==> config.mk <==
export PLATFORM = sky130hd
export DESIGN_NAME = approx_dna_pattern_matcher
export DESIGN_NICKNAME = d
export VERILOG_FILES = /design/src/hdl/adpm_pkg.sv /design/src/hdl/adpm_cell.sv /design/src/hdl/adpm_lane.sv /design/src/hdl/approx_dna_pattern_matcher.sv
export SDC_FILE = /design/constraint.sdc
export NUM_CORES = 1
export LEC_CHECK = 0
export BUFFER_PORTS_ARGS = -buffer_cell sky130_fd_sc_hd__buf_2
export CAP_MARGIN = 20
export CELL_PAD_IN_SITES_DETAIL_PLACEMENT = 1
export CELL_PAD_IN_SITES_GLOBAL_PLACEMENT = 1
export CORE_UTILIZATION = 47
export CTS_CLUSTER_SIZE = 28
export DETAILED_ROUTE_END_ITERATION = 7
export PLACE_DENSITY_LB_ADDON = 0.1
export SLEW_MARGIN = 20
export SYNTH_ARGS = -nofsm -noshare
export SYNTH_HDL_FRONTEND = slang
export SYNTH_HIERARCHICAL = 1
export SYNTH_SLANG_ARGS = --single-unit
==> constraint.sdc <==
create_clock -name clk_i -period 35.6 [get_ports clk_i]
set_clock_uncertainty 0.2 [all_clocks]
set_input_delay 1.78 -clock clk_i [delete_from_list [all_inputs] [get_ports clk_i]]
set_output_delay 1.78 -clock clk_i [all_outputs]
set_load 0.005 [all_outputs]
==> src/hdl/adpm_pkg.sv <==
// Shared constants and types for the approximate DNA pattern matcher.
// No dependencies; every module of the block imports this package.
package adpm_pkg;

  localparam int PATTERN_LEN = 32;  // characters per pattern, 2..32
  localparam int MAX_DIST    = 3;   // highest edit distance tracked, 1..7
  localparam int GROUP_SIZE  = 4;   // patterns matched in parallel, 1..4

  localparam int DIST_CNT  = MAX_DIST + 1;
  localparam int NUM_REGS  = 4;
  localparam int REG_IDX_W = 2;
  localparam int REG_W     = 64;
  localparam int CODE_W    = 2;
  localparam int CLASS_W   = 4;
  localparam int HITS_W    = 4;
  localparam int PAT_BITS  = CODE_W * PATTERN_LEN;

  typedef logic [DIST_CNT-1:0] dist_t;    // one bit per distance
  typedef logic [CLASS_W-1:0]  class_t;   // class bits of one text symbol
  typedef logic [CODE_W-1:0]   code_t;    // class code of one pattern character
  typedef logic [PAT_BITS-1:0] pattern_t; // all codes of one pattern
  typedef logic [REG_W-1:0]    reg_t;
  typedef logic [HITS_W-1:0]   hits_t;

endpackage

==> src/hdl/adpm_cell.sv <==
// One pattern row of the match automaton: holds the row's cells of the
// previous text position. Depends on adpm_pkg.
module adpm_cell
  import adpm_pkg::*;
(
  input  logic   clk_i,
  input  logic   rst_ni,
  input  logic   adv_i,      // a text symbol is taken this cycle
  input  class_t cls_i,
  input  code_t  code_i,
  input  dist_t  up_prev_i,  // previous-position cells of the row above
  input  dist_t  up_cur_i,   // current-position cells of the row above
  output dist_t  prev_o,
  output dist_t  cur_o
);

  dist_t prev_q, prev_d;
  dist_t cur;
  logic  p;

  assign p = cls_i[code_i];

  always_comb begin
    cur[0] = up_prev_i[0] & p;
    for (int j = 1; j < DIST_CNT; j++) begin
      cur[j] = (up_prev_i[j] & p) | (up_prev_i[j-1] & ~p)
             | prev_q[j-1] | up_cur_i[j-1];
    end
  end

  assign prev_d = adv_i ? cur : prev_q;

  always_ff @(posedge clk_i or negedge rst_ni) begin
    if (!rst_ni) begin
      prev_q <= '0;
    end else begin
      prev_q <= prev_d;
    end
  end

  assign prev_o = prev_q;
  assign cur_o  = cur;

endmodule

==> src/hdl/adpm_lane.sv <==
// One pattern: a chain of row cells plus the last-row hit decode.
// Depends on adpm_pkg and adpm_cell.
module adpm_lane
  import adpm_pkg::*;
(
  input  logic     clk_i,
  input  logic     rst_ni,
  input  logic     adv_i,
  input  class_t   cls_i,
  input  pattern_t codes_i,
  output dist_t    hit_o
);

  dist_t prev_w [PATTERN_LEN];
  dist_t cur_w  [PATTERN_LEN];
  dist_t last;

  for (genvar i = 0; i < PATTERN_LEN; i++) begin : g_row
    dist_t up_prev, up_cur;
    if (i == 0) begin : g_top
      // top boundary: all-ones above gives p at distance 0 and ones beyond
      assign up_prev = '1;
      assign up_cur  = '0;
    end else begin : g_mid
      assign up_prev = prev_w[i-1];
      assign up_cur  = cur_w[i-1];
    end
    adpm_cell u_cell (
      .clk_i    (clk_i),
      .rst_ni   (rst_ni),
      .adv_i    (adv_i),
      .cls_i    (cls_i),
      .code_i   (codes_i[CODE_W*i +: CODE_W]),
      .up_prev_i(up_prev),
      .up_cur_i (up_cur),
      .prev_o   (prev_w[i]),
      .cur_o    (cur_w[i])
    );
  end

  assign last = cur_w[PATTERN_LEN-1];

  // exact distance: set at j, clear at j-1
  always_comb begin
    hit_o[0] = last[0];
    for (int j = 1; j < DIST_CNT; j++) begin
      hit_o[j] = last[j] & ~last[j-1];
    end
  end

endmodule

==> src/hdl/approx_dna_pattern_matcher.sv <==
// Top level of the approximate DNA pattern matcher: pattern registers,
// one lane per pattern, and a two-entry output stage. Depends on adpm_pkg, adpm_lane.
//
//   channel | direction | handshake               | payload
//   --------+-----------+-------------------------+----------------------
//   in      | sink      | in_valid_i / in_stall_o | class_bits_i [3:0]
//   out     | source    | out_valid_o/out_stall_i | distance_hits_o [3:0]
//   cfg     | sink      | cfg_we_i                | cfg_idx_i, cfg_data_i
//
// One item per cycle while in_stall_o is low. The whole automaton update for
// a symbol is combinational AND/OR logic through the cell chain (diagonal
// depth MAX_DIST rows); the result is registered at the edge that takes the
// item, in the output register or else the skid entry. Two output entries let
// input continue while one result waits; in_stall_o rises only once both are full.
// Reset clears the cells, the pattern registers and the output stage.
module approx_dna_pattern_matcher
  import adpm_pkg::*;
(
  input  logic                 clk_i,
  input  logic                 rst_ni,
  input  logic                 in_valid_i,
  output logic                 in_stall_o,
  input  class_t               class_bits_i,
  output logic                 out_valid_o,
  input  logic                 out_stall_i,
  output hits_t                distance_hits_o,
  input  logic                 cfg_we_i,
  input  logic [REG_IDX_W-1:0] cfg_idx_i,
  input  reg_t                 cfg_data_i
);

  reg_t  pat_q [NUM_REGS];
  logic  acc;
  dist_t lane_hit [GROUP_SIZE];
  dist_t grp_hit;
  hits_t hits;

  // pattern registers
  always_ff @(posedge clk_i or negedge rst_ni) begin
    if (!rst_ni) begin
      for (int r = 0; r < NUM_REGS; r++) pat_q[r] <= '0;
    end else if (cfg_we_i) begin
      pat_q[cfg_idx_i] <= cfg_data_i;
    end
  end

  assign acc = in_valid_i & ~in_stall_o;

  for (genvar g = 0; g < GROUP_SIZE; g++) begin : g_lane
    adpm_lane u_lane (
      .clk_i  (clk_i),
      .rst_ni (rst_ni),
      .adv_i  (acc),
      .cls_i  (class_bits_i),
      .codes_i(pat_q[g][PAT_BITS-1:0]),
      .hit_o  (lane_hit[g])
    );
  end

  always_comb begin
    grp_hit = '0;
    for (int g = 0; g < GROUP_SIZE; g++) grp_hit = grp_hit | lane_hit[g];
  end

  // distances beyond the result width are dropped; missing ones read zero
  for (genvar k = 0; k < HITS_W; k++) begin : g_hits
    if (k < DIST_CNT) begin : g_used
      assign hits[k] = grp_hit[k];
    end else begin : g_zero
      assign hits[k] = 1'b0;
    end
  end

  // output register plus skid entry
  logic  out_valid_q, out_valid_d;
  logic  skid_valid_q, skid_valid_d;
  hits_t out_data_q, out_data_d;
  hits_t skid_data_q, skid_data_d;
  logic  take;

  assign take = out_valid_q & ~out_stall_i;

  always_comb begin
    out_valid_d  = out_valid_q;
    out_data_d   = out_data_q;
    skid_valid_d = skid_valid_q;
    skid_data_d  = skid_data_q;
    if (!out_valid_q || take) begin
      if (skid_valid_q) begin
        out_valid_d  = 1'b1;
        out_data_d   = skid_data_q;
        skid_valid_d = 1'b0;
      end else if (acc) begin
        out_valid_d = 1'b1;
        out_data_d  = hits;
      end else begin
        out_valid_d = 1'b0;
      end
    end else if (acc) begin
      skid_valid_d = 1'b1;
      skid_data_d  = hits;
    end
  end

  always_ff @(posedge clk_i or negedge rst_ni) begin
    if (!rst_ni) begin
      out_valid_q  <= 1'b0;
      skid_valid_q <= 1'b0;
    end else begin
      out_valid_q  <= out_valid_d;
      skid_valid_q <= skid_valid_d;
    end
  end

  always_ff @(posedge clk_i) begin
    out_data_q  <= out_data_d;
    skid_data_q <= skid_data_d;
  end

  assign in_stall_o      = skid_valid_q;
  assign out_valid_o     = out_valid_q;
  assign distance_hits_o = out_data_q;

endmodule

# Word-level counts from Yosys, hierarchy flattened
# Index checks and enable logic that the tools add are counted.
[classes] add_sub_neg=0 multipliers=0 div_mod_pow=0 n_lt_le_gt_ge=130 eq_ne=0 n_shift=0 n_mux=265 n_bitwise=2081 n_reduce_logical=7
[ops] cell="1-bit bitwise OR" count=1080
[ops] cell="1-bit AND" count=858
[ops] cell="2-bit by 3-bit < comparator with 1-bit output, second input constant" count=128
[ops] cell="1-bit binary-select mux with 2-bit select" count=128
[ops] cell="256-bit bitwise mux" count=1
[ops] cell="1-bit inverter" count=139
[ops] cell="1-bit 2-to-1 mux" count=132
[ops] cell="64-bit demux with 2-bit select" count=1
[ops] cell="64-bit 2-to-1 mux" count=1
[ops] cell="4-bit bitwise OR" count=3
[ops] cell="4-bit 2-to-1 mux" count=2
[ops] cell="2-bit AND reduction" count=2
[ops] cell="2-bit nonzero test" count=2
[ops] cell="3-bit >= comparator, second input constant" count=1
[ops] cell="3-bit by 1-bit < comparator with 1-bit output, second input constant" count=1
[ops] cell="2-bit inverter with 3-bit output" count=1
[ops] cell="1-bit logical AND" count=1
[ops] cell="1-bit zero test" count=1
[ops] cell="1-bit logical OR" count=1
[totals] regBits=762 latch_bits=0 mem_bits_rw=0 rom_bits=0 inputBits=75 out_inout_bits=6 mem_count=0

# Logic depth before layout (Yosys ltp)
[depth] depth_word=15 depth_mapped=11

# Modules after synthesis
# Netlist, hierarchy kept.
[by_module_without_submodules] module="adpm_cell" n_inst=128 cells_each=22 area_each_um2=229.0
[by_module_without_submodules] module="approx_dna_pattern_matcher" n_inst=1 cells_each=568 area_each_um2=10032.1
[by_module_without_submodules] module="adpm_lane" n_inst=4 cells_each=5 area_each_um2=31.3

# Least setup slack after synthesis
# No wires, ideal clock.
[synth_path] kind="input-to-reg" start="input in_valid_i" end="register g_lane[0].u_lane.g_row[0].u_cell.prev_q[0]" setup_ns=0.193 t_arrival_ns=37.263 slack_ns=-2.056 cell_stages=2 path_buffers=0 path_cell_list="nor2b_1 > mux2_4"
[synth_via] elab_chain_len=1
[synth_lines] item="from (decl)" line="approx_dna_pattern_matcher.sv:21" source="input logic in_valid_i,"
[synth_lines] item="1-bit AND" line="approx_dna_pattern_matcher.sv:47" source="assign acc = in_valid_i & ~in_stall_o;"
[synth_lines] item="to (signal assigned)" line="adpm_cell.sv:37" source="prev_q <= prev_d;"
[synth_lines] item="to (decl)" line="adpm_cell.sv:17" source="dist_t prev_q, prev_d;"
# Every way passes these cells.
# A chain may end at the register's enable or synchronous reset.

==> results.cfg <==
[run_status]
status = complete, but fails checks
failed_checks = design-rule violations

[cts]
cts_resized = 0
cts_root_buf = clkbuf_16
post_cts_buffers = 0
htreeDepth = 3
worst_skew_pair.late_latency_ps = 640
clkTransAtPathRegs_ps = 60
cts_tree = yes
cts_num_sinks = 774
numCtsBuffers = 88
cts_hold_buf = 0
cts_max_path_buffers = 3

[power_and_ir_drop]
ir_drop_mv = 0.0347
p_leak_uw = 0.0189
p_per_area_nw_per_um2 = 59.7

[sta]
final_hold_viol_count = 0
fmaxAchievable_mhz = 196
slew_viol_final = 0
min_period_over_period_pct = 14.3
rsz0062_at_grt = no
fin_crit_ps = 5100
slew_headroom_pct = 27.1
finalSetupViolations = 0
fin_tns_setup_ps = 0
worst_pin_slew_ps = 1090

[worst_setup_path]
cp_slowest_cell = buf_4
crit_path_end_kind = flip-flop
cpPeakStageDelay_ps = 790
arrival_ps = 5290
cp.required_ps = 35790
r2r_setup_slack_ps = 31400
crit_family = buffers and inverters
cp_cell_sequence = buf_4 > buf_4 > mux4_2 > mux2i_1 > nand2_1 > nor2_1 > nand2_1 > nor2_1 > nand2_1 > and2b_2 > or4_1 > mux2_2
cp_common_cell = nand2_1
crit_buf_inv = 2
startpoint_type = input pin
cp_max_fo = 74
critical_path_class = in -> reg

[routing]
drt_wl_total_um = 94900
ant_nets = 0
remaining_drc_errors = 4
vias = 26500
vias_per_cell = 5.77
wl_per_cell_um = 20.6
dr.pass1.iters = 7
drtIter0Drc = 1155

[placement]
placed_cell_area_um2 = 40700
dp_cells = 4446
dp_hpwl_um = 62700
io_buffers = 80
gp_congestion = 0.810

[global_route]
track_usage_pct = 23.1
antenna_found_initial = 0
grt.overflow.total = 0
grt_max_degree = 213
grt_pass1_vias = 28900
grt_first_pass_wirelength_um = 157000

[yosys]
ys.warnings.count = 6
syn_area_per_cell_um2 = 11.9
netlist_instances = 3268
synth_area_um2 = 38900

[final_layout]
stdcell_count = 4601
drive_above_1_share_pct = 25.2
final_area_um2 = 43600
area_delta_synth_final_pct = 12.1
fin_nets = 3541
mostFrequentLayoutCells = 766 x nor2_1, 766 x dfrtp_1, 384 x mux2i_1
fin_util_pct = 53.2

[run]
maxCapViolations = 0

[die]
die_h_um = 290
core_um2 = 82000
fp.dieArea_um2 = 83800
fp.dieW_um = 290
ios = 81
initial_core_util_pct = 47.4
rows = 105

[hold_path]
hp-class = reg -> reg
worst paths after layout:
check	from	endpoint	depth (start not counted)
worst max register to register	in_stall_o	g_lane[3].u_lane/g_row[10].u_cell/prev_o[0]	5
worst max-delay path	class_bits_i[3]	distance_hits_o[3]	12
worst min-delay path	pat_q[145]	pat_q[145]	1
max in group asynchronous	rst_ni	g_lane[0].u_lane/g_row[0].u_cell/prev_o[3]	4
worst min register to register	pat_q[145]	pat_q[145]	1
min in group asynchronous	rst_ni	g_lane[2].u_lane/g_row[19].u_cell/prev_o[1]	1
state kept, by name, summed over array words and instances, names as in the netlist:
register / cells
g_lane.u_lane/g_row.u_cell/prev_o: 508
pat_q: 256
distance_hits_o: 4
skid_data_q: 4
in_stall_o: 1
out_valid_o: 1
worst register-to-register path: stages, from the launching register on:
cell     delay (ps)
dfrtp_1         480
nor2b_4         400
buf_12          660
buf_12          740
buf_4          1190
mux2_4          400
per-layer routing:
| layer | GRT usage [%] | vias up | share of wire [%] |
|---|---|---|---|
| met4 | 6.01 | 0 | 2.0 |
| met2 | 39.9 | 324 | 51 |
| met3 | 2.60 | 134 | 2.9 |
| met1 | 30.9 | 13800 | 45 |
| met5 | 0 | - | 0 |
| li1 | - | 12300 | - |
stage by stage:
| stage | worst slack, ps | total power (uW) | hold slack (ps) |
|---|---|---|---|
| 6_report | 30500 | 2600 | 316 |
| 2_1_floorplan | 12910 | 1570 | 267 |
| 4_1_cts | 30490 | 2630 | 319 |
| 5_1_grt | 30230 | 2740 | 331 |
| 3_3_place_gp | 29880 | 1670 | 284 |
| 3_5_place_dp | 29850 | 1700 | 297 |
power breakdown:
group	total [uW]	switching, uW	internal (uW)
sequential	1130	120	1010
combinational	553	294	259
clock	918	370	548
cell type report:
cell class,instances,area [um2]
antenna,1,2.50
clock buffer,123,2590
clock inverter,31,322
fill,8527,38400
multi-input combinational,2499,19300
sequential,774,19400
tap,1070,1340
timing repair buffer,103,631
(Power assumes the default switching activity.)
